## src/rtl/tdpf_pkg.sv

```systemverilog
// Shared constants and types for the TCP destination port filter.
package tdpf_pkg;

    localparam int ADDR_W  = 6;
    localparam int DATA_W  = 64;
    localparam int POS_W   = 7;
    localparam int PORT_W  = 16;
    localparam int CNT_W   = 5;
    localparam int LANES   = 4;   // port slots per 64-bit allowlist register
    localparam int BANKS   = 4;   // allowlist registers
    localparam int MAX_SLOTS = 16;

    localparam logic [POS_W-1:0] POS_MAX      = 7'd127;
    localparam logic [POS_W-1:0] POS_ETYPE_HI = 7'd12;
    localparam logic [POS_W-1:0] POS_ETYPE_LO = 7'd13;
    localparam logic [POS_W-1:0] POS_IHL      = 7'd14;
    localparam logic [POS_W-1:0] POS_PROTO    = 7'd23;
    // dest port sits at 14 + 4*IHL + 2
    localparam logic [POS_W-1:0] PORT_OFS     = 7'd16;
    // Ethernet + IPv4 (4*IHL) + TCP header: 14 + 20 + 4*IHL
    localparam logic [POS_W:0]   TCP_MIN_LEN  = 8'd34;

    localparam logic [7:0] ETYPE_IPV4_HI = 8'h08;
    localparam logic [7:0] ETYPE_IPV4_LO = 8'h00;
    localparam logic [7:0] PROTO_TCP     = 8'h06;

    localparam logic [CNT_W-1:0] CNT_MAX = 5'd16;

    typedef enum logic [2:0] {
        REG_DENY_ALL   = 3'd0,
        REG_PORT_COUNT = 3'd1,
        REG_PORTS_A    = 3'd2,
        REG_PORTS_B    = 3'd3,
        REG_PORTS_C    = 3'd4,
        REG_PORTS_D    = 3'd5
    } reg_idx_t;

endpackage

```

## src/rtl/tcp_dest_port_filter.sv

```systemverilog
// Top level: TCP destination port allowlist filter on a byte-wide frame stream.
// The verdict is registered into the output register on the frame's last accepted beat.
// Throughput: one byte beat per cycle; a beat is taken while a verdict waits to be taken,
//   as long as the consumer drains the output register in the same cycle.
// The port lookup behind the verdict is one 16-way parallel compare against the allowlist slot registers.
// Reset (aresetn, synchronous, active low) clears the config registers, the header
//   capture state and the output valid.
module tcp_dest_port_filter #(
    parameter int PORT_SLOTS = 16
) (
    input  logic                         aclk,
    input  logic                         aresetn,
    // APB-style config port
    input  logic                         psel,
    input  logic                         penable,
    input  logic                         pwrite,
    input  logic [tdpf_pkg::ADDR_W-1:0]  paddr,
    input  logic [tdpf_pkg::DATA_W-1:0]  pwdata,
    output logic [tdpf_pkg::DATA_W-1:0]  prdata,
    output logic                         pready,
    // frame byte stream
    input  logic                         s_valid,
    output logic                         s_ready,
    input  logic [7:0]                   s_frame_byte,
    input  logic                         s_end_of_frame,
    // verdict stream
    output logic                         m_valid,
    input  logic                         m_ready,
    output logic                         m_verdict,
    output logic                         m_verdict_last
);
    import tdpf_pkg::*;

    // ---------------------------------------------------------------
    // Config registers
    // ---------------------------------------------------------------
    logic                 deny_all_reg;
    logic [CNT_W-1:0]     port_count_reg;
    logic [PORT_W-1:0]    slot_reg [PORT_SLOTS];

    logic                 cfg_wr;
    reg_idx_t             cfg_idx;
    logic [CNT_W-1:0]     cnt_wdata;
    logic [DATA_W-1:0]    bank_word [BANKS];

    assign pready  = 1'b1;
    assign cfg_wr  = psel & penable & pwrite & pready;
    // 8-byte register stride; low address bits are don't-care
    assign cfg_idx = reg_idx_t'(paddr[ADDR_W-1:3]);
    // saturate the slot count (low 5 bits of pwdata) at 16
    assign cnt_wdata = (pwdata[CNT_W-1:0] > CNT_MAX) ? CNT_MAX : pwdata[CNT_W-1:0];

    always_ff @(posedge aclk) begin
        if (!aresetn) begin
            deny_all_reg   <= 1'b0;
            port_count_reg <= '0;
        end else if (cfg_wr) begin
            case (cfg_idx)
                REG_DENY_ALL:   deny_all_reg   <= pwdata[0];
                REG_PORT_COUNT: port_count_reg <= cnt_wdata;
                default: ;
            endcase
        end
    end

    // Each slot lives in lane (slot % 4) of allowlist register (slot / 4).
    for (genvar g = 0; g < PORT_SLOTS; g++) begin : g_slot
        localparam logic [2:0] BANK_IDX = 3'(int'(REG_PORTS_A) + g / LANES);
        localparam int         LANE     = g % LANES;
        always_ff @(posedge aclk) begin
            if (!aresetn) begin
                slot_reg[g] <= '0;
            end else if (cfg_wr && (cfg_idx == reg_idx_t'(BANK_IDX))) begin
                slot_reg[g] <= pwdata[LANE*PORT_W +: PORT_W];
            end
        end
    end

    // Read-back image of the four allowlist registers
    for (genvar b = 0; b < BANKS; b++) begin : g_bank
        for (genvar l = 0; l < LANES; l++) begin : g_lane
            if (b * LANES + l < PORT_SLOTS) begin : g_used
                assign bank_word[b][l*PORT_W +: PORT_W] = slot_reg[b*LANES + l];
            end else begin : g_unused
                assign bank_word[b][l*PORT_W +: PORT_W] = '0;
            end
        end
    end

    always_comb begin
        case (cfg_idx)
            REG_DENY_ALL:   prdata = {{(DATA_W-1){1'b0}}, deny_all_reg};
            REG_PORT_COUNT: prdata = {{(DATA_W-CNT_W){1'b0}}, port_count_reg};
            REG_PORTS_A:    prdata = bank_word[0];
            REG_PORTS_B:    prdata = bank_word[1];
            REG_PORTS_C:    prdata = bank_word[2];
            REG_PORTS_D:    prdata = bank_word[3];
            default:        prdata = '0;
        endcase
    end

    // ---------------------------------------------------------------
    // Header capture, one byte per accepted beat
    // ---------------------------------------------------------------
    logic               in_beat;
    logic [POS_W-1:0]   pos_reg,   pos_next;
    logic [7:0]         etype_hi_reg, etype_hi_next;
    logic               ipv4_reg,  ipv4_next;
    logic [3:0]         ihl_reg,   ihl_next;
    logic               tcp_reg,   tcp_next;
    logic [PORT_W-1:0]  port_reg,  port_next;
    logic [POS_W-1:0]   port_at;

    assign in_beat = s_valid & s_ready;
    assign port_at = PORT_OFS + {1'b0, ihl_reg, 2'b00};

    always_comb begin
        pos_next      = (pos_reg == POS_MAX) ? pos_reg : pos_reg + 7'd1;
        etype_hi_next = etype_hi_reg;
        ipv4_next     = ipv4_reg;
        ihl_next      = ihl_reg;
        tcp_next      = tcp_reg;
        port_next     = port_reg;
        if (pos_reg == POS_ETYPE_HI) begin
            etype_hi_next = s_frame_byte;
        end
        if (pos_reg == POS_ETYPE_LO) begin
            ipv4_next = (etype_hi_reg == ETYPE_IPV4_HI) && (s_frame_byte == ETYPE_IPV4_LO);
        end
        if (pos_reg == POS_IHL) begin
            ihl_next = s_frame_byte[3:0];
        end
        if (pos_reg == POS_PROTO) begin
            tcp_next = (s_frame_byte == PROTO_TCP);
        end
        // port_at >= 16, so both bytes always lie past the IHL byte
        if (pos_reg == port_at) begin
            port_next[15:8] = s_frame_byte;
        end else if (pos_reg == port_at + 7'd1) begin
            port_next[7:0] = s_frame_byte;
        end
    end

    always_ff @(posedge aclk) begin
        if (!aresetn) begin
            pos_reg      <= '0;
            etype_hi_reg <= '0;
            ipv4_reg     <= 1'b0;
            ihl_reg      <= '0;
            tcp_reg      <= 1'b0;
            port_reg     <= '0;
        end else if (in_beat) begin
            if (s_end_of_frame) begin
                // fresh capture for the next frame
                pos_reg      <= '0;
                etype_hi_reg <= '0;
                ipv4_reg     <= 1'b0;
                ihl_reg      <= '0;
                tcp_reg      <= 1'b0;
                port_reg     <= '0;
            end else begin
                pos_reg      <= pos_next;
                etype_hi_reg <= etype_hi_next;
                ipv4_reg     <= ipv4_next;
                ihl_reg      <= ihl_next;
                tcp_reg      <= tcp_next;
                port_reg     <= port_next;
            end
        end
    end

    // ---------------------------------------------------------------
    // Verdict on the last beat.
    // Any frame long enough to pass the length check has all header
    // fields captured before its last byte, so the registered copies
    // are final here.
    // ---------------------------------------------------------------
    logic [POS_W:0]     frame_len;
    logic [POS_W:0]     need_len;
    logic               too_short;
    logic [PORT_SLOTS-1:0] slot_hit;
    logic               port_listed;
    logic               verdict_next;

    assign frame_len = {1'b0, pos_reg} + 8'd1;
    assign need_len  = TCP_MIN_LEN + {2'b00, ihl_reg, 2'b00};
    assign too_short = frame_len < need_len;

    for (genvar g = 0; g < PORT_SLOTS; g++) begin : g_cmp
        assign slot_hit[g] = (CNT_W'(g) < port_count_reg) && (slot_reg[g] == port_reg);
    end
    assign port_listed = |slot_hit;

    assign verdict_next = ipv4_reg & tcp_reg & ~too_short & (deny_all_reg | ~port_listed);

    // ---------------------------------------------------------------
    // Output register
    // ---------------------------------------------------------------
    logic m_valid_reg;
    logic m_verdict_reg;

    assign s_ready        = ~m_valid_reg | m_ready;
    assign m_valid        = m_valid_reg;
    assign m_verdict      = m_verdict_reg;
    assign m_verdict_last = 1'b1;

    always_ff @(posedge aclk) begin
        if (!aresetn) begin
            m_valid_reg <= 1'b0;
        end else if (in_beat && s_end_of_frame) begin
            m_valid_reg <= 1'b1;
        end else if (m_ready) begin
            m_valid_reg <= 1'b0;
        end
    end

    always_ff @(posedge aclk) begin
        if (in_beat && s_end_of_frame) begin
            m_verdict_reg <= verdict_next;
        end
    end

endmodule

```

## config.mk

```make
export PLATFORM = sky130hd
export DESIGN_NAME = tcp_dest_port_filter
export DESIGN_NICKNAME = d
export VERILOG_FILES = /design/src/rtl/tdpf_pkg.sv /design/src/rtl/tcp_dest_port_filter.sv
export SDC_FILE = /design/constraint.sdc
export NUM_CORES = 1
export LEC_CHECK = 0
export BUFFER_PORTS_ARGS = -buffer_cell sky130_fd_sc_hd__buf_2
export CORE_MARGIN = 2
export CORE_UTILIZATION = 27
export DETAILED_ROUTE_END_ITERATION = 16
export PLACE_DENSITY = 0.52
export SETUP_SLACK_MARGIN = 0.15
export SYNTH_ARGS = -nofsm -noshare
export SYNTH_HDL_FRONTEND = slang
export SYNTH_SLANG_ARGS = --single-unit
export TNS_END_PERCENT = 100
```

## constraint.sdc

```tcl
create_clock -name aclk -period 8.8 [get_ports aclk]
set_input_delay 2.64 -clock aclk [delete_from_list [all_inputs] [get_ports aclk]]
set_output_delay 2.64 -clock aclk [all_outputs]
set_load 0.01 [all_outputs]
```

==> load_flow_metrics.sql <==
INSERT INTO impl_metrics (metric_group, metric, value, unit) VALUES
('timing', 'tightest_slew', '1040', 'ps'),
('floorplanning', 'initial_core_util', '27.1', '%'),
('setup_path', 'worst_r2r_endpoint', 'm_verdict', ''),
('power', 'ir_drop', '0.117', 'mV'),
('setup_path', 'ff2ff_path_depth', '8', ''),
('final_layout', 'largest_reg_flops', '256', ''),
('setup_path', 'critical_path_endpoint_category', 'output port', ''),
('synthesis', 'ys_types', '51', ''),
('synthesis', 'synth_top_area_cell', 'sky130_fd_sc_hd__edfxtp_1', ''),
('synthesis', 'yosys_most_used_dff', 'sky130_fd_sc_hd__edfxtp_1', ''),
('global_route', 'grt_pass1_wl', '80.6', 'mm'),
('clock_network', 'post_cts.resized_instances', '0', ''),
('placed_design', 'hpwl', '36.8', 'mm'),
('placed_design', 'place_congestion', '0.832', ''),
('timing', 'worst_clock_skew', '22.1', 'ps'),
('clock_network', 'post_cts_hold_buffers', '0', ''),
('clock_network', 'clock_sinks', '301', ''),
('clock_network', 'cts-root-to-sink-buffers', '3', ''),
('setup_path', 'worstPathCellList', 'buf_6, buf_12, mux2i_1, o22ai_1, buf_2', ''),
('min_path', 'worstHoldPathCells', '2', ''),
('clock_network', 'htreeDepth', '2', ''),
('job', 'drv_cap', '0', ''),
('drt', 'wl_per_cell', '23.2', 'um'),
('setup_path', 'cpPeakStageDelay', '660', 'ps'),
('synthesis', 'synthDominantCellAreaShare', '46.3', '%'),
('timing', 'unrepaired_setup_endpoints_after_global_routing', 'no', ''),
('global_route', 'antenna_found_initial', '9', ''),
('setup_path', 'path_class', 'input port to output port', ''),
('synthesis', 'synth.yosys.seq_area_share', '51.6', '%'),
('global_route', 'grt_pass1_vias', '11831', ''),
('synthesis', 'ys_async_sr_fraction', '0', '%'),
('power', 'seq_power_share', '49.2', '%'),
('synthesis', 'ys_ff_latch', '301', ''),
('timing', 'setup_total_negative_slack', '0', 'ps'),
('floorplanning', 'fp-row-count', '91', ''),
('setup_path', 'reg2reg_from', 'port_reg[7]', ''),
('min_path', 'worst_hold_startpoint', 'tcp_reg', ''),
('drt', 'drt-initial-drc-count', '941', ''),
('placed_design', 'count_of_buffers_inserted_at_the_top_level_ports', '149', ''),
('synthesis', 'post_synth_instance_area', '16700', 'um2'),
('power', 'power_switching', '0.869', 'mW'),
('drt', 'route.antenna.remaining_nets', '0', ''),
('clock_network', 'clk_pin_slew', '60', 'ps'),
('power', 'power.leakage', '7.50', 'nW'),
('global_route', 'grt_start_max_net_pins', '75', ''),
('synthesis', 'post_synth.cell_area_avg', '11.6', 'um2'),
('placed_design', 'dp_slack', '1520', 'ps'),
('power', 'power-per-cell-area', '176', 'nW/um2'),
('power', 'power_frac_comb', '9.2', '%'),
('clock_network', 'cts_buffers', '36', ''),
('timing', 'achievable-frequency', '137', 'MHz'),
('global_route', 'globalRoute.totalOverflow', '0', ''),
('timing', 'final_min_period_over_clock_period', '82.9', '%'),
('timing', 'finalHoldViolations', '0', ''),
('floorplanning', 'fp.dieArea', '63700', 'um2'),
('drt', 'drt_first_pass_iters', '5', ''),
('timing', 'timing.final.crit_period', '7290', 'ps'),
('floorplanning', 'core', '61400', 'um2'),
('timing', 'report.final.slew_viol_count', '0', ''),
('final_layout', 'utilization', '31.5', '%'),
('setup_path', 'start_kind', 'input port', ''),
('timing', 'maxSlewHeadroom', '30.2', '%'),
('run_status', 'run_status', 'completed', ''),
('synthesis', 'synth-edff-count', '257', ''),
('clock_network', 'post_cts.repair.setup_buffers', '0', ''),
('setup_path', 'required', '6160', 'ps'),
('final_layout', 'filler_cells', '6234', ''),
('power', 'clock_power_share', '41.6', '%'),
('timing', 'timing.final.ws_setup', '1510', 'ps'),
('floorplanning', 'boundaryPins', '155', ''),
('setup_path', 'timing.critical_path.buf_inv', '3', '');
## routing by layer
| metal | routed length [um] | vias up | GRT usage [%] | share of wire (%) |
|---|---|---|---|---|
| met5 | 46 | - | 0 | 0.083 |
| met4 | 1530 | 8 | 5.36 | 2.8 |
| met3 | 3440 | 92 | 3.17 | 6.2 |
| met2 | 26100 | 366 | 28.3 | 47 |
| met1 | 24100 | 5740 | 22.9 | 44 |
| li1 | - | 5382 | - | - |
## area by class of cell
type | count | area, um2 | area share [%]
clock buffer | 46 | 980 | 5.07
timing repair buffer | 182 | 1010 | 5.24
multi-input combinational | 1025 | 7580 | 39.2
antenna | 4 | 10.0 | 0.0518
inverter | 10 | 37.5 | 0.194
tap | 790 | 988 | 5.12
sequential | 301 | 8600 | 44.5
clock inverter | 19 | 109 | 0.564
## through the flow
step	instances	cell area [um2]	power (mW)
finish	2377	19300	3.40
global placement	2308	18200	2.01
global route	2374	19300	3.51
detailed placement	2308	18200	2.02
floorplan	1443	16700	1.87
CTS	2373	19300	3.43
## placed cells by master, fill, tap and decap left out, types with 17 or more instances in the layout
master,Yosys,layout
sky130_fd_sc_hd__nand4_1,31,31
sky130_fd_sc_hd__a21oi_1,21,21
sky130_fd_sc_hd__edfxtp_1,257,257
sky130_fd_sc_hd__o22ai_1,64,64
sky130_fd_sc_hd__buf_4,18,32
sky130_fd_sc_hd__buf_2,33,148
sky130_fd_sc_hd__nor2_1,49,48
sky130_fd_sc_hd__mux2i_1,126,126
sky130_fd_sc_hd__dfxtp_1,44,44
sky130_fd_sc_hd__xnor2_1,106,106
sky130_fd_sc_hd__nor4_1,41,41
sky130_fd_sc_hd__nand2_1,19,19
sky130_fd_sc_hd__a22oi_1,32,32
sky130_fd_sc_hd__nor3_1,18,17
sky130_fd_sc_hd__clkbuf_16,0,37
sky130_fd_sc_hd__nand3_1,17,17
sky130_fd_sc_hd__xor2_1,160,160
sky130_fd_sc_hd__and2_1,258,258
## Yosys cell counts (19+ instances only)
library cell / n
sky130_fd_sc_hd__nor4_1: 41
sky130_fd_sc_hd__nand2_1: 19
sky130_fd_sc_hd__and2_1: 258
sky130_fd_sc_hd__xnor2_1: 106
sky130_fd_sc_hd__a22oi_1: 32
sky130_fd_sc_hd__buf_2: 33
sky130_fd_sc_hd__mux2i_1: 126
sky130_fd_sc_hd__nand4_1: 31
sky130_fd_sc_hd__a21oi_1: 21
sky130_fd_sc_hd__xor2_1: 160
sky130_fd_sc_hd__edfxtp_1: 257
sky130_fd_sc_hd__o22ai_1: 64
sky130_fd_sc_hd__dfxtp_1: 44
sky130_fd_sc_hd__clkbuf_1: 46
sky130_fd_sc_hd__nor2_1: 49
## worst register-to-register path: cells and delay by family (launching register included)
kind                      cells  cell delay (ps)
buffers and inverters         1              370
and+or+nand+nor               3             1100
AOI/OAI and AO/OA             3              870
DFF                           1              770
xor gates and xnor gates      1              150
## cell families (layout without fill, tap and decap cells)
family | Yosys count | count (layout) | share of synthesized area, %
AOI/OAI and AO/OA | 146 | 146 | 5.69
xor gates and xnor gates | 266 | 266 | 14.0
adders and majority gates | 10 | 10 | 0.751
buffers and inverters | 117 | 257 | 3.38
DFF | 301 | 301 | 51.6
muxes | 130 | 130 | 7.84
other | 1 | 6 | 0.0225
and+or+nand+nor | 471 | 471 | 16.7
## power by group through the flow
| stage | logic (mW) | clock network (mW) | registers [mW] |
|---|---|---|---|
| detailed placement | 0.315 | 0 | 1.70 |
| finish | 0.311 | 1.42 | 1.67 |
| CTS | 0.316 | 1.44 | 1.67 |
| global placement | 0.315 | 0 | 1.70 |
| global route | 0.336 | 1.49 | 1.68 |
| floorplan | 0.180 | 0 | 1.69 |
## worst max path at each step
stage              from              to  slack (ps)  cells after the start
6_report       paddr[3]      prdata[52]        1510                      5
5_1_grt        paddr[3]      prdata[52]        1430                      5
4_1_cts        paddr[3]      prdata[52]        1520                      5
3_5_place_dp   paddr[3]      prdata[52]        1520                      5
3_3_place_gp   paddr[3]      prdata[52]        1480                      5
2_1_floorplan  paddr[3]  slot_reg[0][0]         170                      4
Note: power is estimated with default switching activity, not from simulation.
